File: src/rtl/socr_pkg.sv
// shared constants and types for the scan-order slot replacement block
`timescale 1ns / 1ps
package socr_pkg;
    localparam int SLOTS       = 256;
    localparam int IDX_W       = $clog2(SLOTS);
    localparam int LINK_W      = IDX_W + 1;
    localparam int OFFSET_BITS = 32;
    localparam logic [LINK_W-1:0] NIL = LINK_W'(SLOTS);

    typedef logic [LINK_W-1:0] link_t;
    typedef logic [OFFSET_BITS-1:0] off_t;

    // one entry of the sorted list, held by one cell
    typedef struct packed {
        logic  used;
        off_t  off;
        link_t nxt;
        link_t prv;
    } entry_t;

    // command broadcast from the sequencer to every cell
    typedef struct packed {
        logic  we;
        logic  [IDX_W-1:0] idx;
        logic  set_off;
        off_t  off;
        logic  set_nxt;
        link_t nxt;
        logic  set_prv;
        link_t prv;
    } cell_cmd_t;
endpackage

File: src/rtl/socr_cell.sv
// one list cell: holds offset and links of a slot and shifts a read tap
`timescale 1ns / 1ps
module socr_cell (
    input  logic               clk,
    input  logic               rst_n,
    input  logic               [socr_pkg::IDX_W-1:0] my_idx,
    input  socr_pkg::cell_cmd_t cmd,
    input  socr_pkg::entry_t   tap_in,
    input  logic               load,
    output socr_pkg::entry_t   tap_out,
    output socr_pkg::entry_t   entry
);
    import socr_pkg::*;

    logic   used_reg;
    off_t   off_reg;
    link_t  nxt_reg;
    link_t  prv_reg;
    entry_t tap_reg;
    logic   hit;

    assign hit = cmd.we && (cmd.idx == my_idx);

    always_ff @(posedge clk or negedge rst_n)
    begin
        if (!rst_n)
        begin
            used_reg <= 1'b0;
            nxt_reg  <= NIL;
            prv_reg  <= NIL;
        end
        else if (hit)
        begin
            used_reg <= 1'b1;
            if (cmd.set_nxt)
            begin
                nxt_reg <= cmd.nxt;
            end
            if (cmd.set_prv)
            begin
                prv_reg <= cmd.prv;
            end
        end
    end

    // offset is payload: no reset
    always_ff @(posedge clk)
    begin
        if (hit && cmd.set_off)
        begin
            off_reg <= cmd.off;
        end
    end

    // shift tap: load captures own entry, otherwise pass neighbor's value
    always_ff @(posedge clk)
    begin
        tap_reg <= load ? entry : tap_in;
    end

    assign tap_out = tap_reg;
    assign entry   = {used_reg, off_reg, nxt_reg, prv_reg};
endmodule

File: config.mk
export PLATFORM = sky130hd
export DESIGN_NAME = socr_cell
export DESIGN_NICKNAME = d
export VERILOG_FILES = /design/src/rtl/socr_pkg.sv /design/src/rtl/socr_cell.sv
export SDC_FILE = /design/constraint.sdc
export NUM_CORES = 1
export LEC_CHECK = 0
export ABC_AREA = 1
export BUFFER_PORTS_ARGS = -buffer_cell sky130_fd_sc_hd__buf_2
export CORE_ASPECT_RATIO = 2
export CORE_MARGIN = 4
export CORE_UTILIZATION = 45
export DETAILED_ROUTE_END_ITERATION = 10
export HOLD_SLACK_MARGIN = 0.08
export PLACE_DENSITY_LB_ADDON = 0.15
export RECOVER_POWER = 100
export SLEW_MARGIN = 40
export SYNTH_ARGS = -nofsm -noshare
export SYNTH_HDL_FRONTEND = slang
export SYNTH_SLANG_ARGS = --single-unit
File: constraint.sdc
create_clock -name clk -period 1.35 [get_ports clk]
set_input_delay 0.135 -clock clk [delete_from_list [all_inputs] [get_ports clk]]
set_output_delay 0.135 -clock clk [all_outputs]
set_load 0.02 [all_outputs]
Word-level counts from Yosys, hierarchy flattened
Index checks and enable logic that the tools add are counted.
{"block": "classes", "eq_ne": 1, "mux": 1, "reduce_logical": 4}
{"op": "$mux W51", "count": 1}
{"op": "$eq A8 B8 Y1", "count": 1}
{"op": "$reduce_and A2 Y1", "count": 2}
{"op": "$logic_and A1 B1 Y1", "count": 2}
{"block": "word_totals", "wordCells": 14, "in_bits": 124, "reg_bits": 102, "out_inout_bits": 102}

Longest topological paths before layout
{"block": "logic_depth", "ltp_word": 3, "mapped_depth": 10, "mapped_depth_nobuf": 9}

Worst setup path before layout
OpenSTA, ideal clock, no wires.
{"block": "synth_path", "kind": "input to register", "start": "input port cmd[53] (netlist name)", "end": "register off_reg[0], enable pin", "setup_slack_ps": -1170, "t_required_ps": 929, "t_arrival_ps": 2099, "n_path_buf": 1, "cell_stages": 9, "cell_sequence": "inv_1 > nand2_1 > nand2_1 > nor2_1 > nand2_1 > nor2_4 > buf_6 > nand2_1 > nor2_1"}
{"block": "synth_via", "elab_chain_cells": 3}
{"item": "from (decl)", "line_no": "socr_cell.sv:7", "rtl": "input socr_pkg::cell_cmd_t cmd,"}
{"item": "$eq A8 B8 Y1", "line_no": "socr_cell.sv:22", "rtl": "assign hit = cmd.we && (cmd.idx == my_idx);"}
{"item": "$logic_and A1 B1 Y1", "line_no": "socr_cell.sv:22"}
{"item": "$logic_and A1 B1 Y1", "line_no": "socr_cell.sv:49", "rtl": "if (hit && cmd.set_off)"}
{"item": "to (signal assigned)", "line_no": "socr_cell.sv:51", "rtl": "off_reg <= cmd.off;"}
{"item": "to (decl)", "line_no": "socr_cell.sv:16", "rtl": "off_t off_reg;"}
Every way passes these cells.
A chain may end at the register's enable or synchronous reset.

Worst setup path after layout
{"block": "layout_path", "start": "register prv_reg[8]", "end": "output port entry[8] (netlist name)"}
{"item": "from (decl)", "line_no": "socr_cell.sv:18", "rtl": "link_t prv_reg;"}
{"item": "from (signal assigned)", "line_no": "socr_cell.sv:41", "rtl": "prv_reg <= cmd.prv;"}
{"item": "to (decl)", "line_no": "socr_cell.sv:11", "rtl": "output socr_pkg::entry_t entry"}
No word-level cell between the ends.

==> impl_metrics.prom <==
# TYPE chip_impl_metric gauge
chip_impl_info{name="netlist.top_cell.by_area",value="dfxtp_1"} 1
chip_impl_metric{name="achievable-frequency",unit="MHz"} 837.6
chip_impl_metric{name="cts_buffer_depth",unit=""} 2
chip_impl_metric{name="die_x",unit="um"} 70.85
chip_impl_metric{name="grt_overflow",unit=""} 0
chip_impl_metric{name="gr-usage-met1",unit=""} 0.2449
chip_impl_metric{name="report.final.hold_viol_count",unit=""} 0
chip_impl_metric{name="maxSlewHeadroom",unit=""} 0.6854
chip_impl_metric{name="num_antenna_cells",unit=""} 0
chip_impl_metric{name="first_global_vias",unit=""} 3601
chip_impl_metric{name="power_frac_clock",unit=""} 0.361
chip_impl_metric{name="rows",unit=""} 45
chip_impl_metric{name="pin_count",unit=""} 226
chip_impl_metric{name="largest_reg_flops",unit=""} 51
chip_impl_info{name="clock_tree_from_tritoncts",value="yes"} 1
chip_impl_info{name="path_delay_family",value="flip-flops"} 1
chip_impl_metric{name="initialDrtViolationCount",unit=""} 190
chip_impl_metric{name="leakage",unit="nW"} 2.629
chip_impl_metric{name="setup-violations-final",unit=""} 0
chip_impl_info{name="hold_class",value="in -> reg"} 1
chip_impl_metric{name="setup_slack",unit="ns"} 0.1561
chip_impl_metric{name="worst_ir_drop_vdd",unit="mV"} 0.9083
chip_impl_metric{name="postSynthNetCount",unit=""} 384
chip_impl_metric{name="grt_antenna_before_repair",unit=""} 0
chip_impl_metric{name="initial_core_util",unit=""} 0.4642
chip_impl_metric{name="grt_first_pass_wirelength",unit="um"} 18490
chip_impl_info{name="crit_path_cell_trace",value="buf_2"} 1
chip_impl_metric{name="synth_cells",unit=""} 260
chip_impl_metric{name="global_route.usage.total",unit=""} 0.2569
chip_impl_metric{name="grt.met2_usage",unit=""} 0.4933
chip_impl_info{name="status",value="complete, no violations"} 1
chip_impl_metric{name="netlist.area_leader.share",unit=""} 0.2872
chip_impl_info{name="layout_commonest_cell",value="buf_2"} 1
chip_impl_metric{name="synth.avg_cell_area",unit="um^2"} 13.67
chip_impl_metric{name="vias",unit=""} 3255
chip_impl_metric{name="period_needed",unit="ns"} 1.194
chip_impl_metric{name="place_ws",unit="ns"} -0.1091
chip_impl_metric{name="final_antenna_net_count",unit=""} 0
chip_impl_metric{name="slew_viol_final",unit=""} 0
chip_impl_info{name="crit_type",value="reg -> out"} 1
chip_impl_metric{name="timing.clock.skew",unit="ns"} 0.006929
chip_impl_metric{name="critPathRequiredTime",unit="ns"} 1.22
chip_impl_metric{name="fp.dieH",unit="um"} 133.7
chip_impl_metric{name="p_int",unit="mW"} 5.140
chip_impl_metric{name="synth_seq_cells",unit=""} 102
chip_impl_metric{name="totalPowerFinal",unit="mW"} 6.725
chip_impl_metric{name="netSwitchingPower",unit="mW"} 1.585
chip_impl_metric{name="tritoncts.num_buffers",unit=""} 9
chip_impl_metric{name="nets",unit=""} 714
chip_impl_info{name="critPathCaptureType",value="output port"} 1
chip_impl_metric{name="fin_crit_sh",unit=""} 0.8844
chip_impl_metric{name="critical_path.max_stage_delay",unit="ns"} 0.55
chip_impl_metric{name="ys.warnings.count",unit=""} 0
chip_impl_metric{name="post-route-cell-area",unit="um^2"} 5974
chip_impl_metric{name="fraction_of_final_layout_cells_sized_beyond_drive_strength_1",unit=""} 0.3277
chip_impl_info{name="cts.root.buffer_cell",value="clkbuf_16"} 1
chip_impl_metric{name="final_util",unit=""} 0.7802
chip_impl_metric{name="comb_power_share",unit=""} 0.141
chip_impl_metric{name="post_synth_instance_area",unit="um^2"} 3555
chip_impl_info{name="global_route.peak_usage_layer",value="met2"} 1
chip_impl_metric{name="synthDistinctLibCells",unit=""} 23
chip_impl_metric{name="htree_levels",unit=""} 3
chip_impl_info{name="synth_area_leaders",value="dfxtp_1, edfxtp_1, mux2_2, dfrtp_1, nand2_1"} 1
chip_impl_metric{name="vias_per_cell",unit=""} 4.724
chip_impl_metric{name="skew_pair_late_insertion_delay",unit="ns"} 0.34
chip_impl_info{name="mostFrequentLayoutCells",value="buf_2, clkbuf_1, dlygate4sd3_1, dfxtp_1, nand2_1"} 1
chip_impl_metric{name="cts_hold_repair.buffers",unit=""} 102
chip_impl_metric{name="dpl_cell_area",unit="um^2"} 4835
chip_impl_metric{name="dp_hpwl",unit="um"} 7480
chip_impl_metric{name="dr.pass1.iters",unit=""} 4
chip_impl_metric{name="remaining_drc_errors",unit=""} 0
chip_impl_metric{name="floorplan.die_area",unit="um^2"} 9471
chip_impl_metric{name="synth-seq-area-share",unit=""} 0.6920
chip_impl_metric{name="cp.buffers_inverters",unit=""} 1
chip_impl_metric{name="max_slew.worst_pin.slew",unit="ns"} 0.4719
chip_impl_metric{name="port_buffers",unit=""} 225
chip_impl_info{name="rsz0062_at_grt",value="no"} 1
chip_impl_metric{name="groute.layer.met3.usage",unit=""} 0.06269
chip_impl_metric{name="power_density",unit="nW/um^2"} 1126
chip_impl_metric{name="pin_count_of_the_biggest_net_entering_global_routing",unit=""} 53
chip_impl_metric{name="gp_routability_congestion",unit=""} 0.7815
chip_impl_info{name="cp_slowest_cell",value="dfstp_2"} 1
chip_impl_metric{name="portion_of_total_power_attributed_to_sequential_cells",unit=""} 0.498
chip_impl_metric{name="wirelength",unit="um"} 12140
chip_impl_metric{name="critPathMaxFanout",unit=""} 3
chip_impl_metric{name="clock_slew_at_the_register_clock_pins_of_the_worst_setup_and_hold_paths",unit="ns"} 0.07
chip_impl_metric{name="post-cts-setup-buffer-count",unit=""} 0
chip_impl_metric{name="fin_hold_ws",unit="ns"} 0.1137
chip_impl_metric{name="cts_num_sinks",unit=""} 102
chip_impl_metric{name="drv.max_cap_violation_count",unit=""} 0
chip_impl_info{name="start_kind",value="flip-flop"} 1
chip_impl_metric{name="drt_wl_cell",unit="um"} 17.61
chip_impl_metric{name="power.share.switching",unit=""} 0.2357
chip_impl_metric{name="core",unit="um^2"} 7657
chip_impl_metric{name="synthToLayoutAreaGrowth",unit="%"} 68.07
chip_impl_metric{name="critical_path_arrival",unit="ns"} 1.06
chip_impl_metric{name="count_of_instances_resized_after_the_clock_tree_is_built",unit=""} 0
==> layout make-up <==
class,count,area [um^2]
Sequential cell,102,2460
Timing Repair Buffer,332,2064
Fill cell,549,1683
Multi-Input combinational cell,136,997.2
Clock buffer,14,264.0
Tap cell,94,117.6
Inverter,9,56.30
Clock inverter,2,15.01
==> logic make-up (layout without fill, tap and decap cells) <==
| kind of cell | Yosys count | after routing | share of synthesized area |
|---|---|---|---|
| xor gates and xnor gates | 2 | 2 | 0.004929 |
| AOI/OAI and AO/OA | 2 | 2 | 0.003519 |
| buffers and inverters | 22 | 357 | 0.03097 |
| DFF | 102 | 102 | 0.6920 |
| and+or+nand+nor | 82 | 82 | 0.1102 |
| muxes | 50 | 50 | 0.1584 |
==> path summary, 6_finish.rpt <==
kind / from / endpoint / slack [ns] / depth (start not counted)
max: prv_reg[8]$_DFFE_PN1P_ / entry[8] / 0.16 / 1
min: cmd[9] / prv_reg[8]$_DFFE_PN1P_ / 0.11 / 3
max reg2reg: off_reg[11]$_DFFE_PP_ / tap_out[29]$_DFF_P_ / 0.42 / 1
min reg2reg: nxt_reg[8]$_DFFE_PN1P_ / nxt_reg[8]$_DFFE_PN1P_ / 0.47 / 2
max in group asynchronous: rst_n / nxt_reg[8]$_DFFE_PN1P_ / 0.71 / 2
min in group asynchronous: rst_n / prv_reg[4]$_DFFE_PN0P_ / 0.28 / 2
==> cell usage after synthesis <==
| cell type | count |
|---|---|
| dfstp_2 | 2 |
| nand3_4 | 1 |
| inv_1 | 9 |
| dfrtp_1 | 17 |
| dfxtp_1 | 51 |
| or2_1 | 3 |
| buf_4 | 3 |
| nand3_1 | 1 |
| nor2_1 | 6 |
| buf_6 | 1 |
| clkbuf_1 | 2 |
| buf_2 | 7 |
| edfxtp_1 | 32 |
| nand2_1 | 50 |
| nor2_4 | 1 |
| nand3_2 | 1 |
| a21oi_1 | 1 |
| mux2_2 | 50 |
| nor2_2 | 1 |
| xor2_1 | 1 |
| o21a_1 | 1 |
| xnor2_1 | 1 |
| nand4_1 | 18 |
==> per-layer routing <==
metal	share of wire	wire [um]
met1	0.33	3995
met2	0.57	6937
met3	0.063	769
met4	0.036	432
met5	0	0
==> per-stage QoR <==
step	instances	TNS (ns)
2_1_floorplan	260	-8.717
3_3_place_gp	571	-2.631
3_5_place_dp	571	-3.534
4_1_cts	689	0
5_1_grt	689	0
6_report	689	0
==> power by group through the flow <==
stage | registers, mW | logic (mW) | clock network (mW)
floorplan | 3.55 | 0.222 | 0
finish | 3.35 | 0.950 | 2.43
CTS | 3.34 | 0.975 | 2.46
global placement | 3.40 | 0.716 | 0
detailed placement | 3.40 | 0.735 | 0
global route | 3.36 | 1.02 | 2.60
Note: power is estimated with default switching activity, not from simulation.
